## config.mk

```make
export PLATFORM = sky130hd
export DESIGN_NAME = cse_ctrl
export DESIGN_NICKNAME = d
export VERILOG_FILES = /design/src/rtl/counting_sort_engine_unit_defines.svh /design/src/rtl/cse_pkg.sv /design/src/rtl/cse_ctrl.sv
export SDC_FILE = /design/constraint.sdc
export NUM_CORES = 1
export LEC_CHECK = 0
export BUFFER_PORTS_ARGS = -buffer_cell sky130_fd_sc_hd__buf_2
export CAP_MARGIN = 20
export CORE_AREA = 2 2 39 41
export DETAILED_ROUTE_END_ITERATION = 8
export DIE_AREA = 0 0 41 43
export PLACE_DENSITY = 0.83
export SYNTH_ARGS = -nofsm -noshare
export SYNTH_HDL_FRONTEND = slang
export SYNTH_SLANG_ARGS = --single-unit
```

## constraint.sdc

```tcl
create_clock -name clk_i -period 2.35 [get_ports clk_i]
set_input_delay 0.235 -clock clk_i [delete_from_list [all_inputs] [get_ports clk_i]]
set_output_delay 0.235 -clock clk_i [all_outputs]
set_load 0.05 [all_outputs]
```

## src/rtl/counting_sort_engine_unit_defines.svh

```systemverilog
// assertion macros for the counting sort engine
`ifndef COUNTING_SORT_ENGINE_UNIT_DEFINES_SVH
`define COUNTING_SORT_ENGINE_UNIT_DEFINES_SVH

`ifndef SYNTHESIS
`define CSE_ASSERT(lbl, clk, rst_n, prop) \
  lbl: assert property (@(posedge clk) disable iff (!rst_n) prop) \
    else $error("counting sort engine check failed");
`define CSE_ASSERT_ALWAYS(lbl, clk, prop) \
  lbl: assert property (@(posedge clk) prop) \
    else $error("counting sort engine check failed");
`else
`define CSE_ASSERT(lbl, clk, rst_n, prop)
`define CSE_ASSERT_ALWAYS(lbl, clk, prop)
`endif

`endif

```

## src/rtl/cse_pkg.sv

```systemverilog
package cse_pkg;

  localparam int unsigned KEY_W   = 10;
  localparam int unsigned KIND_W  = 2;
  localparam int unsigned TDATA_W = 16;

  localparam logic OP_LOAD  = 1'b0;
  localparam logic OP_FETCH = 1'b1;

  typedef enum logic [KIND_W-1:0] {
    KIND_LOAD_OK   = 2'd0,
    KIND_LOAD_FULL = 2'd1,
    KIND_KEY       = 2'd2,
    KIND_EMPTY     = 2'd3
  } kind_e;

  // controller to datapath
  typedef struct packed {
    logic  clr_step;
    logic  ld_rd;
    logic  ld_wr;
    logic  scan_init;
    logic  scan_step;
    logic  take_hit;
    logic  resp_en;
    kind_e resp_kind;
  } cse_cmd_t;

  // datapath to controller
  typedef struct packed {
    logic in_fetch;
    logic full;
    logic empty;
    logic clr_done;
    logic hit;
    logic miss_end;
    logic out_free;
  } cse_status_t;

endpackage

```

## src/rtl/cse_ctrl.sv

```systemverilog
module cse_ctrl (
  input  logic                 clk_i,
  input  logic                 rst_ni,
  input  logic                 in_valid_i,
  output logic                 in_ready_o,
  input  cse_pkg::cse_status_t status_i,
  output cse_pkg::cse_cmd_t    cmd_o
);

  typedef enum logic [5:0] {
    S_CLEAR = 6'b000001,
    S_IDLE  = 6'b000010,
    S_LD_WR = 6'b000100,
    S_SCAN  = 6'b001000,
    S_RESP  = 6'b010000,
    S_SPARE = 6'b100000
  } state_e;

  state_e         state_q, state_d;
  cse_pkg::kind_e kind_q, kind_d;
  logic           accept;

  assign in_ready_o = (state_q == S_IDLE);
  assign accept     = in_valid_i && in_ready_o;

  always_comb begin
    cmd_o           = '0;
    cmd_o.resp_kind = kind_q;
    state_d         = state_q;
    kind_d          = kind_q;
    case (state_q)
      S_CLEAR: begin
        cmd_o.clr_step = 1'b1;
        if (status_i.clr_done) begin
          state_d = S_IDLE;
        end
      end
      S_IDLE: begin
        if (accept) begin
          if (!status_i.in_fetch && status_i.full) begin
            cmd_o.resp_kind = cse_pkg::KIND_LOAD_FULL;
            kind_d          = cse_pkg::KIND_LOAD_FULL;
          end else if (status_i.in_fetch && status_i.empty) begin
            cmd_o.resp_kind = cse_pkg::KIND_EMPTY;
            kind_d          = cse_pkg::KIND_EMPTY;
          end
          if (!status_i.in_fetch && !status_i.full) begin
            cmd_o.ld_rd = 1'b1;
            state_d     = S_LD_WR;
          end else if (status_i.in_fetch && !status_i.empty) begin
            cmd_o.scan_init = 1'b1;
            state_d         = S_SCAN;
          end else if (status_i.out_free) begin
            cmd_o.resp_en = 1'b1;
          end else begin
            state_d = S_RESP;
          end
        end
      end
      S_LD_WR: begin
        cmd_o.ld_wr     = 1'b1;
        cmd_o.resp_kind = cse_pkg::KIND_LOAD_OK;
        kind_d          = cse_pkg::KIND_LOAD_OK;
        cmd_o.resp_en   = status_i.out_free;
        state_d         = status_i.out_free ? S_IDLE : S_RESP;
      end
      S_SCAN: begin
        if (status_i.hit) begin
          cmd_o.take_hit  = 1'b1;
          cmd_o.resp_kind = cse_pkg::KIND_KEY;
          kind_d          = cse_pkg::KIND_KEY;
          cmd_o.resp_en   = status_i.out_free;
          state_d         = status_i.out_free ? S_IDLE : S_RESP;
        end else if (status_i.miss_end) begin
          cmd_o.resp_kind = cse_pkg::KIND_EMPTY;
          kind_d          = cse_pkg::KIND_EMPTY;
          cmd_o.resp_en   = status_i.out_free;
          state_d         = status_i.out_free ? S_IDLE : S_RESP;
        end else begin
          cmd_o.scan_step = 1'b1;
        end
      end
      S_RESP: begin
        cmd_o.resp_en = status_i.out_free;
        if (status_i.out_free) begin
          state_d = S_IDLE;
        end
      end
      default: begin
        state_d = S_IDLE;
      end
    endcase
  end

  always_ff @(posedge clk_i or negedge rst_ni) begin
    if (!rst_ni) begin
      state_q <= S_CLEAR;
      kind_q  <= cse_pkg::KIND_LOAD_OK;
    end else begin
      state_q <= state_d;
      kind_q  <= kind_d;
    end
  end

endmodule

```

# After elaboration in Yosys (flattened, before gate mapping)
# Cells that the tools add are included.
dict set report totals {
  inputBits 10
  output_inout_bits 10
  word_cells 61
  regBits 8
}
dict set report op_classes {
  n_mux 37
  n_eq_ne 10
  n_reduce_logical 12
}
# cell n
set op_table {}
lappend op_table {{$mux W6} 8}
lappend op_table {{$pmux W6 S5} 1}
lappend op_table {{$mux W1} 15}
lappend op_table {{$mux W2} 6}
lappend op_table {{$pmux W2 S3} 2}
lappend op_table {{$mux W3} 3}
lappend op_table {{$eq A6 B1 Y1 const B} 1}
lappend op_table {{$eq A6 B2 Y1 const B} 1}
lappend op_table {{$eq A6 B3 Y1 const B} 1}
lappend op_table {{$eq A6 B4 Y1 const B} 1}
lappend op_table {{$eq A6 B5 Y1 const B} 1}
lappend op_table {{$logic_and A1 B1 Y1} 5}
lappend op_table {{$mux W5} 1}
lappend op_table {{$reduce_and A5 Y1} 1}
lappend op_table {{$ne A2 B2 Y1 const B} 2}
lappend op_table {{$ne A4 B2 Y1 const B} 1}
lappend op_table {{$logic_not A1 Y1} 3}
lappend op_table {{$ne A3 B3 Y1 const B} 1}
lappend op_table {{$pmux W1 S3} 1}
lappend op_table {{$reduce_and A3 Y1} 1}
lappend op_table {{$reduce_bool A3 Y1} 1}
lappend op_table {{$ne A2 B1 Y1 const B} 1}
lappend op_table {{$reduce_or A2 Y1} 1}

# Logic depth before layout (Yosys ltp)
# Gate-level depths: netlist of the first run.
dict set report logic_depth {
  depth_word 6
  ltp_mapped 5
  ltp_nobuf 4
}

# Worst setup path after synthesis of the first run
# No wires, ideal clock.
dict set report synth_timing {
  path_type {flip-flop to output port}
  start {register state_q[2]}
  end {output port cmd_o[2] (netlist bit)}
  path_buffers 1
  arrival_time_ns 2.711
  t_required_ns 2.115
  path_stages_with_launch 6
  setup_slack_ns -0.596
  path_cell_list {dfrtp_1 buf_2 nor3_4 nand3_2 o32a_1 nor4b_1}
}
# element line_no
set synth_rtl {}
lappend synth_rtl {{start: declaration} cse_ctrl.sv:19} ;# state_e state_q, state_d;
lappend synth_rtl {{start signal: assignment} cse_ctrl.sv:100} ;# state_q <= state_d;
lappend synth_rtl {{end: declaration} cse_ctrl.sv:7} ;# output cse_pkg::cse_cmd_t cmd_o

==> results.sh, run 1 <==
export IMPL_diodes=0
export IMPL_drive_gt1_frac=0.402
export IMPL_viasPerCell=5.81
export IMPL_path_clk_slew_ns=0.05
export IMPL_status="finished clean"
export IMPL_root_buffer="clkbuf_4"
export IMPL_crit_family="simple AND/OR/NAND/NOR gates"
export IMPL_firstDrtPassIters=4
export IMPL_synth_seq_cells=7
export IMPL_synth_xor_xnor_area_share=0.0291
export IMPL_muxShareOfSynthArea=0.0166
export IMPL_grt_max_degree=11
export IMPL_fmax_mhz=448
export IMPL_cts_max_level=1
export IMPL_ant_nets=0
export IMPL_fin_crit_sh=0.949
export IMPL_worst_path_largest_cell_delay_ns=0.47
export IMPL_synth_top_family_by_area="simple AND/OR/NAND/NOR gates"
export IMPL_io_buffers=19
export IMPL_synth_distinct_cells=36
export IMPL_p_per_area_mw_per_mm2=1180
export IMPL_yosys_warnings=0
export IMPL_synthArstFlopShare=1.00
export IMPL_yosys_most_used_dff="dfrtp_1"
export IMPL_io_pins=20
export IMPL_dp_slack_ns=0.391
export IMPL_cp_num_buf_inv=1
export IMPL_dp_hpwl_microns=1160
export IMPL_rows=14
export IMPL_fp_dieH_microns=43
export IMPL_cts_num_sinks=7
export IMPL_wl_per_cell_microns=13.6
export IMPL_clockBufferDepth=2
export IMPL_nets=103
export IMPL_yosysSeqAreaShare=0.293
export IMPL_synth_compound_area_share=0.235
export IMPL_drt_iter0_drc=14
export IMPL_cp_slowest_cell="or3_4"
export IMPL_fin_tns_setup_ns=0
export IMPL_worst_pin_slew_ns=0.446
export IMPL_placed_cells=103
export IMPL_grt_pass1_vias=581
export IMPL_synth_edf_count=0
export IMPL_yosys_area_share_simple=0.360
export IMPL_relSlewSlack=0.694
export IMPL_clock_latency_ns=0.24
export IMPL_critical_path_startpoint_type="register"
export IMPL_synth_cells=70
export IMPL_cts_tree="yes"
export IMPL_hold_viol=0
export IMPL_syn_num_nets=80
export IMPL_drv_slew=0
export IMPL_die_w_microns=41
export IMPL_vias=628
export IMPL_initial_core_util=0.435
export IMPL_finalCriticalPeriod_ns=2.23
export IMPL_vdd_drop_max_mv=0.452
export IMPL_power_mw=0.917
export IMPL_routed_wl_microns=1460
export IMPL_final_cell_count_no_fill=108
export IMPL_path_cells="or3_4 > or2_2 > o221ai_1 > buf_2"
export IMPL_grt_pass1_wl_microns=2370
export IMPL_synth_fa_ha_area_frac=0
export IMPL_grt_overflow=0
export IMPL_skew_ns=0.00144
export IMPL_drc=0
export IMPL_path_max_fanout=10
export IMPL_cts_buffers=3
export IMPL_crit_type="register to primary output"
export IMPL_syn_avg_cell_area_sq_um=8.60
export IMPL_place_congestion=0.735
export IMPL_nFillCells=137
export IMPL_cp_required_ns=2.12
export IMPL_cp_arrival_ns=2.00
export IMPL_antenna_found_initial=0
export IMPL_min_path_type="input pin to register"
export IMPL_dieArea_sq_mm=0.00176
export IMPL_core_area_sq_mm=0.00138
export IMPL_grt_usage=0.198
export IMPL_rsz0062_at_grt="false"
export IMPL_p_leak_nw=0.362
export IMPL_synthesis_area_sq_um=602
export IMPL_worst_slack_ns=0.119
export IMPL_setup_viol=0
export IMPL_cap_violations=0
export IMPL_syn2layout_area_growth_pct=28.7
export IMPL_end_kind="primary output"
-- per-layer routing --
layer,wire length (microns),up-vias,track usage
met3,49,2,0.0314
met2,784,12,0.331
li1,-,301,-
met4,14,0,0.0800
met1,614,313,0.237
met5,0,-,0
-- cell type report --
| class | count | area (sq um) | share of cell area |
|---|---|---|---|
| inverter | 5 | 18.8 | 0.0242 |
| tap | 16 | 20.0 | 0.0258 |
| sequential | 7 | 176 | 0.228 |
| multi-input combinational | 55 | 415 | 0.536 |
| timing repair buffer | 21 | 118 | 0.152 |
| clock buffer | 4 | 26.3 | 0.0339 |
-- logic make-up after synthesis --
family	count (synthesis)
simple gates	33
mux	1
flops	7
xor+xnor	2
buf+inv	8
compound gates	19
-- state kept, by name, summed over array words and instances, names as in the netlist --
register  cells
kind_q        2
state_q       5
-- cell usage after synthesis, types with 2 or more instances --
cell type / number / share of area
nor2_1: 7 / 0.044
dfrtp_1: 6 / 0.25
inv_1: 5 / 0.031
nor3_1: 4 / 0.033
o21ai_0: 4 / 0.033
nor2b_1: 3 / 0.031
a21oi_1: 2 / 0.017
buf_2: 2 / 0.017
nand2_1: 2 / 0.012
nand2b_1: 2 / 0.021
nand3_2: 2 / 0.033
nor3b_1: 2 / 0.025
o21a_1: 2 / 0.025
o221ai_1: 2 / 0.029
o22ai_1: 2 / 0.021
or2_2: 2 / 0.021
or3_4: 2 / 0.037
-- layout by cell type (no fill, tap or decap), types with 2 or more instances in the layout --
master,instances
buf_2,17
nor2_1,7
dfrtp_1,6
inv_1,5
clkbuf_4,5
o21ai_0,4
nor2b_1,3
or3_4,2
nor3_4,2
nand2_1,2
nand2b_1,2
a21oi_1,2
o22ai_1,2
or2_2,2
o21a_1,2
o221ai_1,2
nor3_1,2
nor3b_1,2
-- repair_timing --
action / in CTS / in global routing
buffers inserted: 0 / 0
hold buffers: 1 / 0
setup endpoints to repair: 0 / 2
endpoints found under the hold margin: 6 / 0
gates resized for setup: 0 / 4
-- path summary, 6_finish.rpt --
check	start	to	slack [ns]	cells after the start
min in group asynchronous	rst_ni	kind_q[1]$_DFFE_PN0P_	0.35	2
min	status_i[5]	state_q[2]$_DFFE_PN0P_	0.19	2
min reg2reg	kind_q[0]$_DFFE_PN0P_	kind_q[0]$_DFFE_PN0P_	0.57	2
max reg2reg	state_q[1]$_DFFE_PN0P_	state_q[1]$_DFFE_PN0P_	0.68	4
max in group asynchronous	rst_ni	state_q[0]$_DFFE_PN1P_	1.77	2
max	state_q[1]$_DFFE_PN0P_	cmd_o[1]	0.12	4
-- report_power, final --
part	leakage, nW	internal, mW	switching [mW]
logic	0.262	0.208	0.385
registers	0.0850	0.158	0.0588
clock network	0.0150	0.0647	0.0428
-- metrics by stage --
stage	area (sq um)	util	hold WS [ns]
6_report	774	0.560	0.191
3_3_place_gp	721	0.521	0.0815
3_5_place_dp	721	0.521	0.0805
4_1_cts	757	0.547	0.187
2_1_floorplan	619	-	-0.0606
5_1_grt	774	0.560	0.208
Note: power is estimated with default switching activity, not from simulation.
==> run 2: changes to the inputs <==
ABC_AREA = 1   (was not set)
PLACE_DENSITY = 0.81   (was 0.83)
==> run 2 against run 1 <==
Flip-flop and latch count is the same. Sequential share of layout area up 1.2 points. Largest cell class unchanged. Non-clock buffer count is 1 lower. Cell count increased by 16%. Design area decreased by 5.0%. Power is 9.7% lower.
==> results.sh, run 2 <==
export IMPL_cp_common_cell="nor2_4"
export IMPL_synth_distinct_cells=18
export IMPL_fin_crit_sh=0.807
export IMPL_die_w_microns=41
export IMPL_drive_gt1_frac=0.330
export IMPL_initial_core_util=0.418
export IMPL_clockBufferDepth=2
export IMPL_cts_max_level=1
export IMPL_io_buffers=19
export IMPL_status="finished clean"
export IMPL_fp_dieH_microns=43
export IMPL_routed_wl_microns=1330
export IMPL_drv_slew=0
export IMPL_synthArstFlopShare=1.00
export IMPL_worst_path_largest_cell_delay_ns=0.43
export IMPL_yosys_top_cells_area="dfrtp_1 26%, nand2_1 12%, inv_1 9.7%"
export IMPL_cp_required_ns=2.12
export IMPL_timing_hold_ws_ns=0.195
export IMPL_power_mw=0.828
export IMPL_synth_top_cell_area_share=0.260
export IMPL_yosys_area_top_type="dfrtp_1"
export IMPL_syn2layout_area_growth_pct=27.3
export IMPL_clock_latency_ns=0.26
export IMPL_grt_overflow=0
export IMPL_layout_common_cells="19 x nand2_1, 19 x buf_2, 15 x inv_1"
export IMPL_cp_arrival_ns=1.66
export IMPL_io_pins=20
export IMPL_path_cells="nor2_4 > nand3_4 > nor2_4 > nand2_1 > o211ai_1 > buf_2"
export IMPL_netlist_top_cells_count="19 x nand2_1, 15 x inv_1, 10 x nor2_1, 8 x nand3_1, 6 x dfrtp_1"
export IMPL_grt_pass1_vias=556
export IMPL_grt_usage=0.178
export IMPL_syn_num_nets=95
export IMPL_dp_slack_ns=0.717
export IMPL_vias=639
export IMPL_drc=0
export IMPL_synthesis_area_sq_um=578
export IMPL_reg2regPathDepth=7
export IMPL_synth_cells=85
export IMPL_relSlewSlack=0.782
export IMPL_skew_ns=0.00106
export IMPL_yosys_most_used_dff="dfrtp_1"
export IMPL_worstHoldStart="status_i[5]"
export IMPL_ant_nets=0
export IMPL_synth_most_common_cell="nand2_1"
export IMPL_core_area_sq_mm=0.00138
export IMPL_path_max_fanout=8
export IMPL_cts_buffers=3
export IMPL_path_clk_slew_ns=0.05
export IMPL_cts_num_sinks=7
export IMPL_p_per_area_mw_per_mm2=1130
export IMPL_worst_pin_slew_ns=0.324
export IMPL_cap_violations=0
export IMPL_min_path_type="input pin to register"
export IMPL_fin_tns_setup_ns=0
export IMPL_syn_avg_cell_area_sq_um=6.80
export IMPL_wl_per_cell_microns=10.7
export IMPL_diodes=0
export IMPL_hold_path_depth=2
export IMPL_synth_fa_ha_area_frac=0
export IMPL_grt_max_degree=9
export IMPL_reg2reg_slack_ns=1.00
export IMPL_r2r_end="state_q[1]$_DFFE_PN0P_"
export IMPL_dieArea_sq_mm=0.00176
export IMPL_crit_type="register to primary output"
export IMPL_viasPerCell=5.11
export IMPL_firstDrtPassIters=4
export IMPL_fmax_mhz=527
export IMPL_vdd_drop_max_mv=0.688
export IMPL_end_kind="primary output"
export IMPL_antenna_found_initial=0
export IMPL_nets=120
export IMPL_cts_tree="yes"
export IMPL_yosysSeqAreaShare=0.305
export IMPL_post_cts_resized=0
export IMPL_synth_edf_count=0
export IMPL_nFillCells=151
export IMPL_yosys_area_share_simple=0.522
export IMPL_worst_slack_ns=0.454
export IMPL_finalCriticalPeriod_ns=1.90
export IMPL_muxShareOfSynthArea=0
export IMPL_synth_xor_xnor_area_share=0
export IMPL_synth_compound_area_share=0.0693
export IMPL_rows=14
export IMPL_critical_path_startpoint_type="register"
export IMPL_rsz0062_at_grt="false"
export IMPL_largest_reg_flops=5
export IMPL_top_register="state_q"
export IMPL_whs_endpoint="state_q[2]$_DFFE_PN0P_"
export IMPL_synth_top_family_by_area="simple AND/OR/NAND/NOR gates"
export IMPL_place_congestion=0.872
export IMPL_cp_slowest_cell="dfrtp_1"
export IMPL_top_regs="state_q (5), kind_q (2)"
export IMPL_drt_iter0_drc=20
export IMPL_synth_seq_cells=7
export IMPL_yosys_warnings=0
export IMPL_dp_hpwl_microns=1090
export IMPL_r2r_start="state_q[0]$_DFFE_PN1P_"
export IMPL_root_buffer="clkbuf_4"
export IMPL_grt_pass1_wl_microns=2150
export IMPL_hold_viol=0
export IMPL_setup_viol=0
export IMPL_p_leak_nw=0.442
==> run 2: how the worst max path moves through the flow <==
stage | from | endpoint | slack (ns) | depth (start not counted)
floorplan | state_q[2]$_DFFE_PN0P_ | cmd_o[5] | 0.32 | 3
global placement | state_q[2]$_DFFE_PN0P_ | cmd_o[0] | 0.74 | 6
detailed placement | state_q[1]$_DFFE_PN0P_ | cmd_o[1] | 0.72 | 7
CTS | state_q[1]$_DFFE_PN0P_ | cmd_o[1] | 0.44 | 7
global route | state_q[1]$_DFFE_PN0P_ | cmd_o[1] | 0.33 | 7
finish | state_q[2]$_DFFE_PN0P_ | cmd_o[0] | 0.45 | 6
==> run 2: worst max-delay path, delay by kind of cell, from the launching register on <==
kind	cells	cell delay, ns
simple gates	4	0.61
flops	1	0.43
buf+inv	1	0.28
compound gates	1	0.08
==> run 2: metrics by stage <==
| step | cell area [sq um] | util | instances |
|---|---|---|---|
| detailed placement | 699 | 0.505 | 120 |
| global placement | 699 | 0.505 | 120 |
| CTS | 736 | 0.532 | 125 |
| finish | 736 | 0.532 | 125 |
| global route | 736 | 0.532 | 125 |
| floorplan | 584 | - | 85 |
==> run 2: cell type report <==
type | count | area [sq um] | area share
timing repair buffer | 20 | 105 | 0.143
tap | 16 | 20.0 | 0.0272
multi-input combinational | 62 | 348 | 0.473
inverter | 16 | 60.1 | 0.0816
clock buffer | 4 | 26.3 | 0.0357
sequential | 7 | 176 | 0.240
==> run 2: report_power, final <==
group          switching [mW]  internal (mW)
logic                   0.382          0.143
clock network          0.0495         0.0651
registers              0.0323          0.157
total                   0.463          0.365
==> run 2: cell families after synthesis <==
logic type	Yosys count
and+or+nand+nor	55
AOI/OAI and AO/OA	7
buffers and inverters	16
DFF	7
==> run 2: per-layer routing <==
metal,vias to the layer above,global-route usage,share of wire
li1,326,-,-
met1,285,0.224,0.42
met2,23,0.266,0.48
met3,5,0.0314,0.074
met4,0,0.113,0.027
met5,-,0,0
==> run 2: timing repair <==
item                                   in CTS  in global routing
hold buffers                                1                  0
buffers inserted                            0                  0
setup endpoints to repair                   0                  0
endpoints found under the hold margin       6                  0
==> run 3: changes to the inputs <==
ABC_AREA = 0   (was 1)
CORE_AREA = not set   (was 2 2 39 41)
CORE_MARGIN = 2   (was not set)
CORE_UTILIZATION = 43   (was not set)
DIE_AREA = not set   (was 0 0 41 43)
PLACE_DENSITY = 0.82   (was 0.81)
clock period = 1.64 ns   (was 2.35 ns; I/O delays follow)
==> run 3 against run 2 <==
Critical path depth is the same. Clock skew grew 0.0048 ns. Design area grew 55%. Routed wire length grew 59%. Register-to-register slack lost 1.0 ns. Count of clock-buffer cells in the layout is the same. Power grew 130%. Via count grew 17%. Setup slack lost 0.74 ns. The run now ends with negative setup slack left. Combinational power grew to 2.7 times the previous value. Sequential power grew 53%.
==> results.sh, run 3 (same netlist as run 1, synthesis figures left out) <==
export IMPL_fin_util=0.875
export IMPL_grt_overflow=0
export IMPL_fin_crit_sh=1.17
export IMPL_dieArea_sq_mm=0.00171
export IMPL_cts_max_level=1
export IMPL_layout_commonest_cell="buf_4"
export IMPL_fmax_mhz=519
export IMPL_grt_pass1_wl_microns=3110
export IMPL_diodes=0
export IMPL_clockBufferDepth=2
export IMPL_worst_path_largest_cell_delay_ns=0.45
export IMPL_skew_ns=0.00584
export IMPL_cts_tree="yes"
export IMPL_grt_max_degree=10
export IMPL_drive_gt1_frac=0.658
export IMPL_cp_slowest_cell="dfrtp_2"
export IMPL_cts_buffers=3
export IMPL_die_w_microns=41.4
export IMPL_fin_tns_setup_ns=-1.67
export IMPL_p_per_area_mw_per_mm2=1640
export IMPL_status="complete, but fails checks"
export IMPL_drv_slew=0
export IMPL_timing_hold_ws_ns=0.147
export IMPL_rows=13
export IMPL_worst_slack_ns=-0.286
export IMPL_vias=745
export IMPL_path_max_fanout=5
export IMPL_top_register="state_q"
export IMPL_relSlewSlack=0.766
export IMPL_cts_num_sinks=7
export IMPL_wl_per_cell_microns=16.4
export IMPL_layout_common_cells="16 x buf_4, 13 x buf_6, 9 x buf_2"
export IMPL_core_area_sq_mm=0.00130
export IMPL_p_leak_nw=0.503
export IMPL_ant_nets=0
export IMPL_io_buffers=19
export IMPL_io_pins=20
export IMPL_rsz0062_at_grt="true"
export IMPL_min_path_type="input pin to register"
export IMPL_clock_latency_ns=0.26
export IMPL_initial_core_util=0.462
export IMPL_place_congestion=0.864
export IMPL_grt_pass1_vias=701
export IMPL_end_kind="primary output"
export IMPL_drc=0
export IMPL_power_mw=1.86
export IMPL_failed_checks="negative setup slack"
export IMPL_routed_wl_microns=2120
export IMPL_setup_viol=10
export IMPL_finalCriticalPeriod_ns=1.93
export IMPL_top_regs="state_q (5), kind_q (2)"
export IMPL_largest_reg_flops=5
export IMPL_syn2layout_area_growth_pct=89.2
export IMPL_firstDrtPassIters=4
export IMPL_root_buffer="clkbuf_4"
export IMPL_cap_violations=0
export IMPL_dp_hpwl_microns=1340
export IMPL_antenna_found_initial=0
export IMPL_cp_arrival_ns=1.76
export IMPL_worst_pin_slew_ns=0.351
export IMPL_grt_usage=0.233
export IMPL_fp_dieH_microns=41.4
export IMPL_vdd_drop_max_mv=1.12
export IMPL_viasPerCell=5.78
export IMPL_path_clk_slew_ns=0.05
export IMPL_crit_type="register to primary output"
export IMPL_path_cells="buf_4 > nor2_2 > nor2_1 > o32a_1 > nor4b_4 > buf_6"
export IMPL_drt_iter0_drc=13
export IMPL_nFillCells=59
export IMPL_nets=125
export IMPL_cp_required_ns=1.48
export IMPL_critical_path_startpoint_type="register"
export IMPL_hold_viol=0
run 3: cell types whose count changed in the layout (fill, tap and decap cells not counted), sizes merged, moves of 3 or more:
cell,previous run,this run
or2,0,3
nand2,21,2
o22ai,0,3
nand3,11,2
nor3,1,5
nor2,16,7
buf,19,42
inv,16,4
nor2b,0,3
nand4,4,0
run 3: area by class of cell:
type | count | area [sq um] | share of cell area
clock buffer | 4 | 26.3 | 0.0231
inverter | 5 | 22.5 | 0.0198
multi-input combinational | 55 | 504 | 0.443
sequential | 7 | 180 | 0.158
tap | 15 | 18.8 | 0.0165
timing repair buffer | 43 | 387 | 0.340
run 3: layer usage:
metal	GRT usage	share of wire	vias up
li1	-	-	344
met1	0.308	0.38	367
met2	0.391	0.54	32
met3	0.0522	0.068	2
met4	0.0452	0.0099	0
met5	0	0	-
run 3: power by group:
part	total (mW)	switching (mW)	internal, mW	leakage (nW)
combinational	1.41	0.760	0.654	0.407
sequential	0.289	0.0591	0.230	0.0803
clock	0.160	0.0673	0.0931	0.0150
run 3: per-stage QoR:
step	setup slack [ns]	area [sq um]	std cells
2_1_floorplan	-0.323	671	70
3_3_place_gp	-0.0831	898	119
3_5_place_dp	-0.126	898	119
4_1_cts	-0.297	1060	126
5_1_grt	-0.364	1140	129
6_report	-0.286	1140	129
run 3: critical path: cells and delay by family, from the launching register on:
| family | cells | cell delay, ns |
|---|---|---|
| DFF | 1 | 0.45 |
| and+or+nand+nor | 3 | 0.38 |
| buffers and inverters | 2 | 0.36 |
| AOI/OAI and AO/OA | 1 | 0.31 |
run 3: worst paths after layout:
kind,start,end,slack (ns),cells after the start
setup / recovery,state_q[3]$_DFFE_PN0P_,cmd_o[2],-0.29,6
setup reg to reg,state_q[4]$_DFFE_PN0P_,state_q[1]$_DFFE_PN0P_,-0.01,5
min in group asynchronous,rst_ni,state_q[2]$_DFFE_PN0P_,0.28,2
max in group asynchronous,rst_ni,state_q[0]$_DFFE_PN1P_,1.13,2
hold / removal,status_i[5],state_q[2]$_DFFE_PN0P_,0.15,2
hold reg to reg,kind_q[0]$_DFFE_PN0P_,kind_q[0]$_DFFE_PN0P_,0.63,2
run 3: repair_timing:
action                                  in CTS  in global routing
hold buffers                                 1                  0
endpoints found under the setup margin      11                 14
setup buffers                                2                  3
gates resized for setup                     33                 12
hold endpoints to repair                     7                  0
cloned                                       0                  0
pin swaps                                    1                  4
